## config.mk

```make
export PLATFORM = sky130hd
export DESIGN_NAME = page_frame_replacement
export DESIGN_NICKNAME = d
export VERILOG_FILES = /design/src/hdl/pfr_pkg.sv /design/src/hdl/pfr_ram.sv /design/src/hdl/pfr_mod_unit.sv /design/src/hdl/page_frame_replacement.sv
export SDC_FILE = /design/constraint.sdc
export NUM_CORES = 1
export LEC_CHECK = 0
export BUFFER_PORTS_ARGS = -buffer_cell sky130_fd_sc_hd__buf_4
export CORE_ASPECT_RATIO = 0.8
export CORE_UTILIZATION = 50
export DETAILED_ROUTE_END_ITERATION = 8
export PLACE_DENSITY = 0.69
export SYNTH_ARGS = -nofsm -noshare
export SYNTH_HDL_FRONTEND = slang
export SYNTH_HIERARCHICAL = 1
export SYNTH_SLANG_ARGS = --single-unit
```

## constraint.sdc

```tcl
create_clock -name clk_i -period 6 [get_ports clk_i]
set_input_delay 0.3 -clock clk_i [delete_from_list [all_inputs] [get_ports clk_i]]
set_output_delay 0.3 -clock clk_i [all_outputs]
set_load 0.05 [all_outputs]
```

## src/hdl/pfr_pkg.sv

```systemverilog
package pfr_pkg;

  // Table geometry
  localparam int unsigned NUM_FRAMES = 8;
  localparam int unsigned PAGE_BITS  = 20;

  localparam int unsigned PAGE_W  = 20;
  localparam int unsigned STAMP_W = 32;
  localparam int unsigned CNT_W   = 32;
  localparam int unsigned LFSR_W  = 16;
  localparam int unsigned IDX_W   = (NUM_FRAMES > 1) ? $clog2(NUM_FRAMES) : 1;
  localparam int unsigned FCNT_W  = $clog2(NUM_FRAMES + 1);
  localparam int unsigned FRAMES_W = 4;
  localparam int unsigned CFG_W   = 16;

  localparam logic [PAGE_W-1:0] PAGE_MASK =
      (PAGE_BITS >= PAGE_W) ? {PAGE_W{1'b1}} : PAGE_W'((64'd1 << PAGE_BITS) - 64'd1);

  // Configuration register indexes
  localparam logic [1:0] CFG_POLICY = 2'd0;
  localparam logic [1:0] CFG_FRAMES = 2'd1;
  localparam logic [1:0] CFG_SEED   = 2'd2;

  // Replacement policies; the unused code behaves as random
  localparam logic [1:0] POL_FIFO   = 2'd0;
  localparam logic [1:0] POL_LRU    = 2'd1;
  localparam logic [1:0] POL_RANDOM = 2'd2;

  localparam logic [FRAMES_W-1:0] FRAMES_RESET = FRAMES_W'(NUM_FRAMES);
  localparam logic [LFSR_W-1:0]   SEED_RESET   = 16'd44257;
  localparam logic [LFSR_W-1:0]   LFSR_TAPS    = 16'hB400;

  typedef struct packed {
    logic [PAGE_W-1:0]  page;
    logic [STAMP_W-1:0] stamp;
  } frame_t;

  localparam int unsigned FRAME_W = $bits(frame_t);

  typedef struct packed {
    logic              start;
    logic [LFSR_W-1:0] dividend;
    logic [FCNT_W-1:0] divisor;
  } mod_req_t;

  typedef struct packed {
    logic             done;
    logic [IDX_W-1:0] rem;
  } mod_rsp_t;

  function automatic logic [CNT_W-1:0] sat_inc(input logic [CNT_W-1:0] v);
    sat_inc = (v == {CNT_W{1'b1}}) ? v : v + CNT_W'(1);
  endfunction

  function automatic logic [LFSR_W-1:0] lfsr_step(input logic [LFSR_W-1:0] v);
    logic [LFSR_W-1:0] s;
    s = v >> 1;
    if (v[0]) s = s ^ LFSR_TAPS;
    lfsr_step = s;
  endfunction

endpackage

```

## src/hdl/pfr_ram.sv

```systemverilog
module pfr_ram #(
  parameter int unsigned DEPTH = 8,
  parameter int unsigned WIDTH = 52
) (
  input  logic                                    clk_i,
  input  logic                                    we_i,
  input  logic [((DEPTH > 1) ? $clog2(DEPTH) : 1)-1:0] waddr_i,
  input  logic [WIDTH-1:0]                        wdata_i,
  input  logic [((DEPTH > 1) ? $clog2(DEPTH) : 1)-1:0] raddr_i,
  output logic [WIDTH-1:0]                        rdata_o
);

  logic [WIDTH-1:0] mem [DEPTH];
  logic [WIDTH-1:0] rdata_q;

  always_ff @(posedge clk_i) begin
    if (we_i) begin
      mem[waddr_i] <= wdata_i;
    end
    rdata_q <= mem[raddr_i];
  end

  assign rdata_o = rdata_q;

endmodule

```

## src/hdl/pfr_mod_unit.sv

```systemverilog
module pfr_mod_unit (
  input  logic               clk_i,
  input  logic               rst_ni,
  input  pfr_pkg::mod_req_t  req_i,
  output pfr_pkg::mod_rsp_t  rsp_o
);

  localparam int unsigned CW = $clog2(pfr_pkg::LFSR_W);

  logic                        busy_q, busy_d;
  logic                        done_q, done_d;
  logic [CW-1:0]               cnt_q, cnt_d;
  logic [pfr_pkg::LFSR_W-1:0]  shift_q, shift_d;
  logic [pfr_pkg::FCNT_W-1:0]  div_q, div_d;
  logic [pfr_pkg::FCNT_W-1:0]  rem_q, rem_d;
  logic [pfr_pkg::FCNT_W:0]    trial;

  // Restoring remainder, one dividend bit per cycle, MSB first
  always_comb begin
    busy_d  = busy_q;
    done_d  = 1'b0;
    cnt_d   = cnt_q;
    shift_d = shift_q;
    div_d   = div_q;
    rem_d   = rem_q;
    trial   = {rem_q, shift_q[pfr_pkg::LFSR_W-1]};
    if (req_i.start) begin
      busy_d  = 1'b1;
      cnt_d   = CW'(pfr_pkg::LFSR_W - 1);
      shift_d = req_i.dividend;
      div_d   = req_i.divisor;
      rem_d   = '0;
    end else if (busy_q) begin
      if (trial >= {1'b0, div_q}) begin
        trial = trial - {1'b0, div_q};
      end
      rem_d   = trial[pfr_pkg::FCNT_W-1:0];
      shift_d = shift_q << 1;
      cnt_d   = cnt_q - CW'(1);
      if (cnt_q == '0) begin
        busy_d = 1'b0;
        done_d = 1'b1;
      end
    end
  end

  always_ff @(posedge clk_i or negedge rst_ni) begin
    if (!rst_ni) begin
      busy_q <= 1'b0;
      done_q <= 1'b0;
      cnt_q  <= '0;
    end else begin
      busy_q <= busy_d;
      done_q <= done_d;
      cnt_q  <= cnt_d;
    end
  end

  always_ff @(posedge clk_i) begin
    shift_q <= shift_d;
    div_q   <= div_d;
    rem_q   <= rem_d;
  end

  assign rsp_o.done = done_q;
  assign rsp_o.rem  = rem_q[pfr_pkg::IDX_W-1:0];

endmodule

```

## src/hdl/page_frame_replacement.sv

```systemverilog
// Page frame replacement unit. Each page access word is looked up in a table of
// up to NUM_FRAMES resident frames held in one synchronous RAM ({page, stamp}
// per entry), read one entry per cycle. A hit counts and, under LRU, refreshes
// the stamp; a miss fills the next free frame or evicts a victim chosen by
// FIFO, LRU (smallest stamp, lowest slot on ties) or a 16-bit Galois LFSR.
// One access is in flight at a time. A random eviction also waits on the
// bit-serial remainder unit that reduces the LFSR value modulo n, the
// number of filled frames. The result word is held in an output register,
// so a new access is taken while the previous result waits.
// Configuration writes are taken at any time but are meant for idle periods;
// writing the seed reloads the LFSR (a zero seed loads 1).
module page_frame_replacement (
  input  logic        clk_i,
  input  logic        rst_ni,

  input  logic        cfg_we_i,
  input  logic [1:0]  cfg_addr_i,
  input  logic [15:0] cfg_data_i,

  input  logic        s_axis_tvalid,
  output logic        s_axis_tready,
  input  logic [23:0] s_axis_tdata,   // [19:0] page_number

  output logic        m_axis_tvalid,
  input  logic        m_axis_tready,
  output logic [87:0] m_axis_tdata,   // [19:0] evicted_page, [51:20] hit_total,
                                      // [83:52] miss_total
  output logic [1:0]  m_axis_tuser    // [0] is_hit, [1] did_replace
);

  localparam int unsigned IW = pfr_pkg::IDX_W;
  localparam int unsigned FW = pfr_pkg::FCNT_W;
  localparam int unsigned CMP_W = (FW > pfr_pkg::FRAMES_W) ? FW : pfr_pkg::FRAMES_W;

  typedef enum logic [7:0] {
    S_IDLE   = 8'b0000_0001,
    S_SCAN   = 8'b0000_0010,
    S_DECIDE = 8'b0000_0100,
    S_MOD    = 8'b0000_1000,
    S_VREAD  = 8'b0001_0000,
    S_VWRITE = 8'b0010_0000,
    S_HIT    = 8'b0100_0000,
    S_OUT    = 8'b1000_0000
  } state_e;

  state_e state_q, state_d;

  logic [1:0]                    policy_q, policy_d;
  logic [pfr_pkg::FRAMES_W-1:0]  frames_q, frames_d;
  logic [pfr_pkg::LFSR_W-1:0]    lfsr_q, lfsr_d;
  logic [FW-1:0]                 filled_q, filled_d;
  logic [IW-1:0]                 oldest_q, oldest_d;
  logic [pfr_pkg::CNT_W-1:0]     access_q, access_d;
  logic [pfr_pkg::CNT_W-1:0]     hits_q, hits_d;
  logic [pfr_pkg::CNT_W-1:0]     misses_q, misses_d;

  logic [pfr_pkg::PAGE_W-1:0]    page_q, page_d;
  logic [IW-1:0]                 scan_q, scan_d;
  logic [IW-1:0]                 slot_q, slot_d;
  logic [pfr_pkg::STAMP_W-1:0]   best_q, best_d;
  logic [IW-1:0]                 best_idx_q, best_idx_d;
  logic                          is_hit_q, is_hit_d;
  logic                          repl_q, repl_d;
  logic [pfr_pkg::PAGE_W-1:0]    evict_q, evict_d;

  logic                          m_valid_q, m_valid_d;
  logic                          m_hit_q, m_repl_q;
  logic [pfr_pkg::PAGE_W-1:0]    m_evict_q;
  logic [pfr_pkg::CNT_W-1:0]     m_hits_q, m_misses_q;
  logic                          out_load;

  logic                          ram_we;
  logic [IW-1:0]                 ram_waddr, ram_raddr;
  pfr_pkg::frame_t               ram_wdata, ram_rdata;
  logic [pfr_pkg::FRAME_W-1:0]   ram_rdata_raw;

  pfr_pkg::mod_req_t             mod_req;
  pfr_pkg::mod_rsp_t             mod_rsp;

  logic [FW-1:0]                 limit;
  logic                          scan_last;
  logic [IW-1:0]                 fifo_slot;
  logic [pfr_pkg::LFSR_W-1:0]    lfsr_next;
  logic                          in_accept;

  pfr_ram #(
    .DEPTH (pfr_pkg::NUM_FRAMES),
    .WIDTH (pfr_pkg::FRAME_W)
  ) u_ram (
    .clk_i   (clk_i),
    .we_i    (ram_we),
    .waddr_i (ram_waddr),
    .wdata_i (ram_wdata),
    .raddr_i (ram_raddr),
    .rdata_o (ram_rdata_raw)
  );

  assign ram_rdata = pfr_pkg::frame_t'(ram_rdata_raw);

  pfr_mod_unit u_mod (
    .clk_i  (clk_i),
    .rst_ni (rst_ni),
    .req_i  (mod_req),
    .rsp_o  (mod_rsp)
  );

  // Usable frame count, clamped to 1..NUM_FRAMES
  always_comb begin
    if (frames_q == '0) begin
      limit = FW'(1);
    end else if (CMP_W'(frames_q) > CMP_W'(pfr_pkg::NUM_FRAMES)) begin
      limit = FW'(pfr_pkg::NUM_FRAMES);
    end else begin
      limit = FW'(frames_q);
    end
  end

  assign scan_last = (FW'(scan_q) + FW'(1)) == filled_q;
  assign fifo_slot = (FW'(oldest_q) >= filled_q) ? '0 : oldest_q;
  assign lfsr_next = pfr_pkg::lfsr_step(lfsr_q);
  assign in_accept = s_axis_tvalid && s_axis_tready;
  assign s_axis_tready = (state_q == S_IDLE);
  assign out_load = (state_q == S_OUT) && (!m_valid_q || m_axis_tready);

  always_comb begin
    state_d    = state_q;
    policy_d   = policy_q;
    frames_d   = frames_q;
    lfsr_d     = lfsr_q;
    filled_d   = filled_q;
    oldest_d   = oldest_q;
    access_d   = access_q;
    hits_d     = hits_q;
    misses_d   = misses_q;
    page_d     = page_q;
    scan_d     = scan_q;
    slot_d     = slot_q;
    best_d     = best_q;
    best_idx_d = best_idx_q;
    is_hit_d   = is_hit_q;
    repl_d     = repl_q;
    evict_d    = evict_q;

    ram_we          = 1'b0;
    ram_waddr       = slot_q;
    ram_wdata.page  = page_q;
    ram_wdata.stamp = access_q;
    ram_raddr       = '0;

    mod_req.start    = 1'b0;
    mod_req.dividend = lfsr_next;
    mod_req.divisor  = filled_q;

    if (cfg_we_i) begin
      unique case (cfg_addr_i)
        pfr_pkg::CFG_POLICY: policy_d = cfg_data_i[1:0];
        pfr_pkg::CFG_FRAMES: frames_d = cfg_data_i[pfr_pkg::FRAMES_W-1:0];
        pfr_pkg::CFG_SEED:   lfsr_d = (cfg_data_i == '0) ? pfr_pkg::LFSR_W'(1) : cfg_data_i;
        default: ;
      endcase
    end

    unique case (state_q)
      S_IDLE: begin
        ram_raddr = '0;
        if (in_accept) begin
          page_d   = s_axis_tdata[pfr_pkg::PAGE_W-1:0] & pfr_pkg::PAGE_MASK;
          access_d = access_q + pfr_pkg::CNT_W'(1);
          scan_d   = '0;
          is_hit_d = 1'b0;
          repl_d   = 1'b0;
          evict_d  = '0;
          state_d  = (filled_q == '0) ? S_DECIDE : S_SCAN;
        end
      end
      S_SCAN: begin
        // read data belongs to entry scan_q; prefetch the next one
        ram_raddr = scan_q + IW'(1);
        if ((scan_q == '0) || (ram_rdata.stamp < best_q)) begin
          best_d     = ram_rdata.stamp;
          best_idx_d = scan_q;
        end
        if (ram_rdata.page == page_q) begin
          slot_d   = scan_q;
          is_hit_d = 1'b1;
          state_d  = S_HIT;
        end else if (scan_last) begin
          state_d = S_DECIDE;
        end else begin
          scan_d = scan_q + IW'(1);
        end
      end
      S_DECIDE: begin
        misses_d = pfr_pkg::sat_inc(misses_q);
        if (filled_q < limit) begin
          ram_we    = 1'b1;
          ram_waddr = filled_q[IW-1:0];
          filled_d  = filled_q + FW'(1);
          state_d   = S_OUT;
        end else begin
          repl_d = 1'b1;
          priority if (policy_q == pfr_pkg::POL_FIFO) begin
            slot_d   = fifo_slot;
            oldest_d = ((FW'(fifo_slot) + FW'(1)) >= filled_q) ? '0 : fifo_slot + IW'(1);
            state_d  = S_VREAD;
          end else if (policy_q == pfr_pkg::POL_LRU) begin
            slot_d  = best_idx_q;
            state_d = S_VREAD;
          end else begin
            lfsr_d        = lfsr_next;
            mod_req.start = 1'b1;
            state_d       = S_MOD;
          end
        end
      end
      S_MOD: begin
        if (mod_rsp.done) begin
          slot_d  = mod_rsp.rem;
          state_d = S_VREAD;
        end
      end
      S_VREAD: begin
        ram_raddr = slot_q;
        state_d   = S_VWRITE;
      end
      S_VWRITE: begin
        evict_d = ram_rdata.page;
        ram_we  = 1'b1;
        state_d = S_OUT;
      end
      S_HIT: begin
        hits_d  = pfr_pkg::sat_inc(hits_q);
        ram_we  = (policy_q == pfr_pkg::POL_LRU);
        state_d = S_OUT;
      end
      S_OUT: begin
        if (out_load) begin
          state_d = S_IDLE;
        end
      end
      default: state_d = S_IDLE;
    endcase
  end

  always_comb begin
    m_valid_d = m_valid_q;
    if (out_load) begin
      m_valid_d = 1'b1;
    end else if (m_axis_tready) begin
      m_valid_d = 1'b0;
    end
  end

  always_ff @(posedge clk_i or negedge rst_ni) begin
    if (!rst_ni) begin
      state_q   <= S_IDLE;
      policy_q  <= pfr_pkg::POL_RANDOM;
      frames_q  <= pfr_pkg::FRAMES_RESET;
      lfsr_q    <= pfr_pkg::SEED_RESET;
      filled_q  <= '0;
      oldest_q  <= '0;
      access_q  <= '0;
      hits_q    <= '0;
      misses_q  <= '0;
      m_valid_q <= 1'b0;
    end else begin
      state_q   <= state_d;
      policy_q  <= policy_d;
      frames_q  <= frames_d;
      lfsr_q    <= lfsr_d;
      filled_q  <= filled_d;
      oldest_q  <= oldest_d;
      access_q  <= access_d;
      hits_q    <= hits_d;
      misses_q  <= misses_d;
      m_valid_q <= m_valid_d;
    end
  end

  always_ff @(posedge clk_i) begin
    page_q     <= page_d;
    scan_q     <= scan_d;
    slot_q     <= slot_d;
    best_q     <= best_d;
    best_idx_q <= best_idx_d;
    is_hit_q   <= is_hit_d;
    repl_q     <= repl_d;
    evict_q    <= evict_d;
    if (out_load) begin
      m_hit_q    <= is_hit_q;
      m_repl_q   <= repl_q;
      m_evict_q  <= evict_q;
      m_hits_q   <= hits_q;
      m_misses_q <= misses_q;
    end
  end

  assign m_axis_tvalid = m_valid_q;
  assign m_axis_tdata  = {4'b0, m_misses_q, m_hits_q, m_evict_q};
  assign m_axis_tuser  = {m_repl_q, m_hit_q};

endmodule
```

==> results of run 1 <==
-- stage by stage --
step | setup WS (ps) | cell area, µm²
detailed placement | 1685 | 33240
global placement | 1772 | 33240
CTS | 1677 | 36180
floorplan | 939.2 | 31250
finish | 1763 | 36180
global route | 1507 | 36180
-- area by class of cell --
type                            instances  area share, %
Multi-Input combinational cell        850          21.96
Clock inverter                         41          1.207
Clock buffer                          102          5.893
Tap cell                              830          2.870
Inverter                               61         0.6363
Antenna cell                            1       0.006917
Sequential cell                       801          63.03
Timing Repair Buffer                  189          4.396
-- registers in the layout (all words and copies together) (netlist names), 4 cells and up --
| name | count |
|---|---|
| lfsr_q | 16 |
| frames_q | 4 |
| u_mod/shift_q | 16 |
| filled_q | 4 |
| u_ram/mem | 416 |
| u_mod/div_q | 4 |
| hits_q | 32 |
| best_q | 32 |
| state_q | 8 |
| m_hits_q | 32 |
| u_mod/rem_q | 4 |
| evict_q | 20 |
| page_q | 20 |
| misses_q | 32 |
| u_ram/rdata_o | 52 |
| u_mod/cnt_q | 4 |
| m_misses_q | 32 |
| access_q | 32 |
| m_evict_q | 20 |
-- cells in the mapped netlist (25+ instances only) --
library cell	instances	area (µm²)
nand3_1	52	260.3
mux2_2	76	855.8
nand2_1	79	296.5
ha_1	54	675.7
o21ai_0	34	170.2
xnor2_1	85	744.5
inv_1	58	217.7
mux4_2	101	2275
and2_1	25	156.4
dfxtp_1	56	1121
nand4_1	28	175.2
dfrtp_1	129	3228
edfxtp_1	605	18170
xor2_1	37	324.1
nor2_1	50	187.7
-- power groups by stage --
stage / sequential (mW) / combinational (mW) / clock (mW)
2_1_floorplan: 6.93 / 1.22 / 0
3_3_place_gp: 7.00 / 1.63 / 0
3_5_place_dp: 7.03 / 1.67 / 0
4_1_cts: 6.91 / 1.70 / 4.95
5_1_grt: 6.97 / 1.85 / 5.17
6_report: 6.91 / 1.68 / 4.84
-- metal layers --
layer  global-route usage (%)  wire, µm  vias up
li1                         -         -     7219
met3                    3.317      2932       78
met4                    4.628       981        0
met2                    30.24     27750      380
met1                    27.50     26620     8097
met5                        0         0        -
-- kinds of logic after synthesis --
kind of cell,after synthesis,synth area share (%)
AO/OA/AOI/OAI,114,2.392
XOR/XNOR,123,3.474
adder cells (fa/ha/maj),55,2.228
buffers and inverters,119,1.923
flip-flops,801,73.04
multiplexers,190,10.60
other,1,0.01201
AND/OR/NAND/NOR,364,6.331
-- worst max-delay path, delay by kind of cell (launching register included) --
family / cells / cell delay [ps]
AO/OA/AOI/OAI: 1 / 740
AND/OR/NAND/NOR: 3 / 1510
buffers and inverters: 1 / 500
flip-flops: 1 / 470
multiplexers: 2 / 850
-- final timing paths --
kind                                     endpoint          start  slack [ps]
min in group asynchronous            misses_q[24]         rst_ni         290
worst min-delay path                    lfsr_q[8]  cfg_data_i[8]          40
worst min register to register       m_evict_q[4]     evict_q[4]         410
worst max register to register  u_ram/rdata_o[26]     state_q[2]        1760
worst max-delay path            u_ram/rdata_o[26]     state_q[2]        1760
max in group asynchronous              hits_q[22]         rst_ni        4270
==> impl_metrics.csv, run 1 <==
group,metric,value,unit
status,status,"completed",
timing,finalHoldViolCount,0,
cells_and_area,drive_gt1_share,24.32,%
timing,tns,0,ps
logic_synthesis,synth_area,0.03122,mm²
detailed_routing,viasPerCell,5.487,
pwr,switching_share,25.00,%
pwr,p_leak,12.62,nW
detailed_routing,num_vias,15774,
floorplanning,initial_core_util,50.84,%
clocking,clock-root-buffer,"clkbuf_16",
grt,grt_pass1_wl,92180,µm
cells_and_area,final_cell_mix,"605 x edfxtp_1, 145 x buf_4, 129 x dfrtp_1",
cells_and_area,final_core_util,58.91,%
cells_and_area,n_fill_cell,4539,
pwr,p_int,10.07,mW
clocking,cts_tree,"done",
timing,fin_hold_ws,44.27,ps
worst_hold_path,hp-class,"input port to flip-flop",
grt,grt_usage,19.03,%
setup_path,crit_path_end_kind,"flip-flop",
clocking,clock_path_buffers,3,
logic_synthesis,ys_types,73,
grt,antenna_found_initial,0,
cells_and_area,area_delta_synth_final,15.87,%
detailed_routing,drc,0,
flow_run,max-cap-violations,0,
pwr,comb_power_share,12.5,%
cells_and_area,final_common_cell,"edfxtp_1",
pwr,p_per_area,371.1,mW/mm²
clocking,insertion_delay,620,ps
timing,rsz0062_at_grt,"false",
setup_path,reg2regPathDepth,7,
worst_hold_path,whs_path_depth,3,
floorplanning,core,0.06142,mm²
setup_path,critPathKind,"flip-flop to flip-flop",
detailed_routing,ant_nets,0,
timing,skew,17.72,ps
timing,slew_viol_final,0,
clocking,cts_resized,0,
setup_path,crit_fanout,38,
timing,setup_viol,0,
placement,dp_hpwl,33250,µm
floorplanning,die_width,281.4,µm
clocking,clock_sinks,801,
setup_path,startpoint_type,"flip-flop",
setup_path,worstPathArrival,4750,ps
grt,overflow,0,
pwr,p_sw,3.356,mW
clocking,cts.clk_slew.worst_paths,60,ps
cells_and_area,nNetsFinal,2082,
timing,post-route-period-util,70.62,%
logic_synthesis,synth_edf_count,605,
cells_and_area,finalNonFillerCells,2875,
timing,fin_crit,4237,ps
cells_and_area,regArea,0.02281,mm²
pwr,seqPwrFrac,51.5,%
setup_path,cp.required,6510,ps
logic_synthesis,ys.warnings.count,6,
detailed_routing,drtIter0Drc,1189,
setup_path,slowest_stage,"a21o_4",
floorplanning,rows,81,
detailed_routing,wl_per_cell,20.27,µm
logic_synthesis,synth_seq_cells,801,
floorplanning,die_y,225.5,µm
pwr,irDropWorstVdd,278.4,µV
cells_and_area,multiInputGateArea,0.007944,mm²
logic_synthesis,avgSynthCellArea,17.67,µm²
pwr,power,13.43,mW
clocking,cts_setup_buffers,0,
timing,relSlewSlack,29.71,%
setup_path,path_cells,"or4_1 -> or3_1 -> nor3b_1 -> a21o_4 -> buf_4 -> mux4_2 -> mux2_2",
pwr,clockPowerShare,36.0,%
grt,grt_pass1_vias,16269,
detailed_routing,routed_wl,58280,µm
logic_synthesis,netlist_instances,1767,
placement,dp.cells,2694,
logic_synthesis,async_flop_share,17.48,%
clocking,cts_hold_buffers,37,
logic_synthesis,synth_flop_cell,"edfxtp_1",
timing,tightest_slew,1052,ps
detailed_routing,first_pass_iters,5,
logic_synthesis,ys_seq_area_share,73.04,%
clocking,cts_made_buffers,77,
timing,timing.fmax,0.2360,GHz
floorplanning,num_io_pins,139,
clocking,cts_max_level,3,
floorplanning,die-area,0.06346,mm²
setup_path,critPathMaxStageDelay,740,ps
grt,grt_max_degree,76,
placement,routabilityCongestion,0.7921,
placement,numPortBuffers,130,
Power figures use the tool's default switching activity.
==> run 2: changes to the inputs <==
- ABC_AREA: not set -> 1
- clock period: 6 -> 3.55 ns (I/O delays scaled with it)
==> run 2 against run 1 <==
Compared with the run above:
- total power is 84% higher
- sequential power is 75% higher
- design area is 11% higher
- utilization is 0.72 points lower
- non-clock buffer count is 26 higher
- global-route usage is 1.9 points higher
- combinational power grew to 2.6 times the previous value
- hold slack worse by 9.5 ps
- routed wire length is 27% higher
- setup slack worse by 1300 ps
- clock power is 70% higher
- clock-buffer cell count is 4 higher
- largest power group unchanged
==> impl_metrics.csv, run 2 <==
group,metric,value,unit
status,status,"completed",
logic_synthesis,yosys.area_share.adder,1.984,%
setup_path,crit_fanout,52,
clocking,insertion_delay,630,ps
grt,grt_busiest_layer,"met2",
logic_synthesis,ys_seq_area_share,65.04,%
logic_synthesis,synth_flop_cell,"edfxtp_1",
timing,rsz0062_at_grt,"false",
cells_and_area,largest_register_ffs,416,
timing,timing.fmax,0.3204,GHz
logic_synthesis,async_flop_share,17.48,%
timing,post-route-period-util,87.93,%
setup_path,startpoint_type,"flip-flop",
clocking,clock_sinks,801,
clocking,cts_max_level,3,
logic_synthesis,ys_types,50,
timing,fin_hold_ws,34.72,ps
cells_and_area,nNetsFinal,3776,
logic_synthesis,synth_compound_area_share,1.406,%
grt,globalRouteMet2Util,32.09,%
logic_synthesis,synth_seq_cells,801,
clocking,clock_path_buffers,3,
floorplanning,rows,86,
timing,skew,19.88,ps
flow_run,max-cap-violations,0,
logic_synthesis,yosys.area_share.simple,20.36,%
pwr,irDropWorstVdd,450.9,µV
logic_synthesis,avgSynthCellArea,10.05,µm²
detailed_routing,wl_per_cell,15.89,µm
logic_synthesis,synth_top_family_by_area,"simple AND/OR/NAND/NOR gates",
logic_synthesis,synth_mux_area_share,0,%
logic_synthesis,netlist_top_cells_count,"1117 x nand2_1, 605 x edfxtp_1, 603 x inv_1",
cells_and_area,diodes,0,
cells_and_area,area_delta_synth_final,14.64,%
floorplanning,die_y,238.9,µm
grt,grt_pass1_wl,116900,µm
placement,dp.cells,4477,
floorplanning,num_io_pins,139,
cells_and_area,finalNonFillerCells,4662,
clocking,clock-root-buffer,"clkbuf_16",
setup_path,crit_path_end_kind,"flip-flop",
worst_hold_path,hp-class,"input port to flip-flop",
setup_path,critPathKind,"flip-flop to flip-flop",
grt,met3_usage,3.235,%
logic_synthesis,synth.area.top_cells,"edfxtp_1 52%, nand2_1 12%, dfrtp_1 9.2%, inv_1 6.5%, nand3_1 3.9%",
clocking,cts_made_buffers,76,
logic_synthesis,yosysTopAreaCellShare,51.81,%
logic_synthesis,synth_edf_count,605,
detailed_routing,num_vias,23050,
timing,tightest_slew,950.6,ps
grt,grt_pass1_vias,21626,
logic_synthesis,netlist_instances,3488,
timing,setup_viol,0,
grt,grt_max_degree,182,
setup_path,cp.required,3830,ps
logic_synthesis,synth_xor_xnor_area_share,2.823,%
grt,overflow,0,
timing,relSlewSlack,36.63,%
detailed_routing,first_pass_iters,5,
pwr,p_leak,17.78,nW
cells_and_area,final_cell_mix,"1117 x nand2_1, 605 x edfxtp_1, 603 x inv_1",
floorplanning,die-area,0.07120,mm²
detailed_routing,viasPerCell,4.944,
logic_synthesis,synth_area,0.03506,mm²
setup_path,worstPathArrival,3400,ps
logic_synthesis,synth_top_cell_by_area,"edfxtp_1",
grt,antenna_found_initial,1,
pwr,p_per_area,614.1,mW/mm²
grt,grtUsageMet1,31.14,%
floorplanning,initial_core_util,50.76,%
placement,numPortBuffers,130,
placement,routabilityCongestion,0.9329,
detailed_routing,routed_wl,74100,µm
clocking,cts_setup_buffers,0,
clocking,cts.clk_slew.worst_paths,60,ps
timing,slew_viol_final,0,
grt,grt_usage,20.95,%
cells_and_area,final_common_cell,"nand2_1",
floorplanning,die_width,298.1,µm
detailed_routing,ant_nets,0,
floorplanning,core,0.06908,mm²
cells_and_area,top_register,"u_ram/mem",
timing,fin_crit,3121,ps
logic_synthesis,yosysMostFrequentCell,"nand2_1",
placement,dp_hpwl,43740,µm
detailed_routing,drtIter0Drc,1739,
detailed_routing,drc,0,
clocking,cts_tree,"done",
logic_synthesis,ys.warnings.count,6,
timing,finalHoldViolCount,0,
cells_and_area,drive_gt1_share,9.845,%
[run 2: changes by cell type after synthesis, sizes merged, moves of 76 or more]
cell,before,now
inv,59,612
mux2,76,0
mux4,104,0
nand2,80,1127
nand3,52,276
nor2,53,188
[run 2: kinds of logic (layout without fill, tap and decap cells)]
family / count (synthesis) / after routing
AND/OR/NAND/NOR: 1699 / 1699
AO/OA/AOI/OAI: 92 / 92
flip-flops: 801 / 801
buffers and inverters: 727 / 974
adder cells (fa/ha/maj): 55 / 55
XOR/XNOR: 113 / 113
other: 1 / 4
[run 2: final cells by class]
class	instances	area, µm²
multi-input combinational	1963	9445
sequential	801	22810
tap	924	1156
fill	5616	28880
clock inverter	36	367.9
timing repair buffer	215	1913
clock buffer	106	2187
inverter	617	2323
[run 2: final timing paths]
| path | startpoint | slack [ps] | depth (start not counted) | endpoint |
|---|---|---|---|---|
| setup / recovery | frames_q[3] | 430 | 10 | u_ram/mem[6][13] |
| hold / removal | cfg_addr_i[0] | 30 | 3 | frames_q[3] |
| setup reg to reg | frames_q[3] | 430 | 10 | u_ram/mem[6][13] |
| hold reg to reg | evict_q[2] | 410 | 0 | m_evict_q[2] |
| max in group asynchronous | rst_ni | 2470 | 3 | lfsr_q[11] |
| min in group asynchronous | rst_ni | 170 | 2 | hits_q[19] |
[run 2: layer usage]
layer / part of all wire, % / vias up
met2: 45 / 592
met3: 5.3 / 113
met4: 2.0 / 0
met5: 0 / -
met1: 48 / 10893
li1: - / 11452
[run 2: power breakdown]
| part | internal [mW] | leakage, nW | switching (mW) |
|---|---|---|---|
| Combinational | 1.41 | 8.45 | 2.97 |
| Sequential | 11.3 | 8.08 | 0.740 |
| Clock | 4.77 | 1.25 | 3.46 |
| Total | 17.5 | 17.8 | 7.17 |
[run 2: critical path: stages, from the launching register on]
cell and delay [ps]:
dfstp_2 540, inv_1 70, ha_1 300, a21oi_1 150
nand2_1 120, nor2_2 290, inv_1 210, o21ai_0 310
nand2_1 200, nor2_4 160, buf_12 340
[run 2: metrics by stage]
stage               power [mW]  TNS, ps  area [µm²]  utilization (%)  setup WS [ps]
floorplan                15.12  -381860       35080                -         -938.1
global placement         16.47        0       37210            53.87          526.9
detailed placement       16.58        0       37210            53.87          466.7
CTS                      24.86        0       40200            58.19          439.7
global route             25.87        0       40200            58.19          149.5
finish                   24.68        0       40200            58.19          428.6
[run 2: timing repair]
action,4_1_cts,5_1_grt
endpoints found under the hold margin,130,0
hold buffers,43,0
gates resized for setup,0,0
==> run 3: changes to the inputs <==
- BUFFER_PORTS_ARGS: -buffer_cell sky130_fd_sc_hd__buf_4 -> not set
- CAP_MARGIN: not set -> 15
- DONT_BUFFER_PORTS: not set -> 1
- MAX_ROUTING_LAYER: not set -> met4
- PLACE_DENSITY: 0.69 -> 0.68
==> run 3 against run 2 <==
Compared with the run above:
- design area shrank 2.6%
- sequential power is essentially flat
- global-route usage grew 0.69 points
- utilization shrank 1.5 points
- clock power shrank 2%
- critical path type unchanged
- clock skew grew 2.7 ps
- setup slack lost 47 ps
- highest routed layer unchanged
- via count shrank 1.1%
- die area is the same
==> impl_metrics.csv, run 3 (synthesized netlist as in run 2, its figures left out) <==
group,metric,value,unit
status,status,"completed",
detailed_routing,ant_nets,0,
placement,routabilityCongestion,0.9396,
clocking,clock_sinks,801,
grt,grt_max_degree,141,
pwr,irDropWorstVdd,451.5,µV
floorplanning,core,0.06908,mm²
cells_and_area,design_area,0.03914,mm²
clocking,cts_resized,0,
clocking,clock-root-buffer,"clkbuf_16",
floorplanning,die_y,238.9,µm
clocking,cts.clk_slew.worst_paths,60,ps
timing,relSlewSlack,43.56,%
timing,timing.fmax,0.3156,GHz
timing,setup_viol,0,
grt,grt_pass1_vias,21695,
detailed_routing,drtIter0Drc,1979,
grt,antenna_found_initial,1,
floorplanning,num_io_pins,139,
clocking,cts_hold_buffers,47,
clocking,cts_made_buffers,79,
clocking,clock_path_buffers,3,
detailed_routing,viasPerCell,5.024,
timing,fin_hold_ws,140.2,ps
clocking,cts_max_level,3,
cells_and_area,final_cell_mix,"1117 x nand2_1, 605 x edfxtp_1, 603 x inv_1",
cells_and_area,largest_register_ffs,416,
placement,numPortBuffers,0,
timing,tightest_slew,846.6,ps
placement,post-place-ws,438.0,ps
timing,post-route-period-util,89.26,%
floorplanning,die_width,298.1,µm
cells_and_area,area_delta_synth_final,11.63,%
timing,worst_slack,381.4,ps
pwr,p_per_area,623.8,mW/mm²
clocking,cts_setup_buffers,0,
placement,placed_area,0.03617,mm²
cells_and_area,finalNonFillerCells,4535,
cells_and_area,final_common_cell,"nand2_1",
timing,slew_viol_final,0,
timing,fin_crit,3169,ps
cells_and_area,top_register,"u_ram/mem",
detailed_routing,num_vias,22786,
floorplanning,die-area,0.07120,mm²
flow_run,max-cap-violations,0,
setup_path,startpoint_type,"flip-flop",
detailed_routing,drc,0,
timing,skew,22.54,ps
timing,finalHoldViolCount,0,
placement,dp.cells,4340,
grt,grt_pass1_wl,117900,µm
setup_path,critPathKind,"flip-flop to flip-flop",
detailed_routing,routed_wl,74350,µm
clocking,cts_tree,"done",
pwr,p_leak,17.11,nW
placement,dp_hpwl,43650,µm
timing,rsz0062_at_grt,"false",
setup_path,crit_fanout,52,
worst_hold_path,hp-class,"input port to async pin",
floorplanning,initial_core_util,50.76,%
cells_and_area,drive_gt1_share,6.205,%
clocking,insertion_delay,620,ps
cells_and_area,n_fill_cell,5731,
setup_path,cp.required,3820,ps
setup_path,crit_path_end_kind,"flip-flop",
floorplanning,rows,86,
grt,grt_usage,21.64,%
cells_and_area,nNetsFinal,3646,
detailed_routing,wl_per_cell,16.39,µm
detailed_routing,first_pass_iters,8,
grt,overflow,0,
setup_path,worstPathArrival,3430,ps
-- run 3: changes by cell type in the layout (fill, tap and decap cells not counted), moves of 2 or more --
cell,previous run,this run
clkbuf_8,13,7
clkinv_4,2,0
dlygate4sd3_1,43,46
buf_4,156,21
clkinv_1,8,12
clkbuf_16,78,81
clkbuf_1,15,24
bufinv_16,6,3
-- run 3: routing by layer --
metal | wire length, µm | part of all wire, % | track usage (%) | vias to the layer above
li1 | - | - | - | 11204
met1 | 34920 | 47 | 30.56 | 10851
met2 | 33870 | 46 | 32.80 | 613
met3 | 3988 | 5.4 | 3.299 | 118
met4 | 1570 | 2.1 | 5.750 | 0
met5 | 0 | 0 | - | -
-- run 3: power breakdown --
part	total (mW)	switching [mW]	internal, mW
Combinational	4.08	2.78	1.30
Sequential	12.3	0.923	11.3
Clock	8.07	3.48	4.58
-- run 3: area by class of cell --
class                      instances  area [µm²]  share of cell area, %
antenna                            1       2.502               0.006393
clock buffer                     112        2213                  5.655
clock inverter                    35       267.8                 0.6841
inverter                         617        2325                  5.939
multi-input combinational       1963        9445                  24.13
sequential                       801       22810                  58.26
tap                              924        1156                  2.954
timing repair buffer              82       925.9                  2.366
-- run 3: worst paths after layout --
| path | startpoint | endpoint | slack, ps | cells after the start |
|---|---|---|---|---|
| setup / recovery | frames_q[3] | u_ram/mem[7][13] | 380 | 10 |
| hold / removal | rst_ni | hits_q[15] | 140 | 2 |
| setup reg to reg | frames_q[3] | u_ram/mem[7][13] | 380 | 10 |
| hold reg to reg | evict_q[1] | m_evict_q[1] | 410 | 0 |
| max in group asynchronous | rst_ni | access_q[24] | 2690 | 2 |
| min in group clk_i | cfg_we_i | lfsr_q[13] | 150 | 3 |
-- run 3: stage by stage --
stage	TNS [ps]	power [mW]	utilization (%)
after floorplan	-381860	15.12	-
after global placement	0	16.31	52.36
after detailed placement	0	16.42	52.36
after CTS	0	24.60	56.66
after global routing	0	25.57	56.66
final	0	24.42	56.66
-- run 3: worst max-delay path: stages (launching register included) --
cell	delay, ps
dfstp_2	540
inv_1	70
ha_1	290
a21oi_1	150
nand2_1	130
nor2_2	300
inv_1	220
o21ai_0	350
nand2_1	210
nor2_4	170
buf_12	350
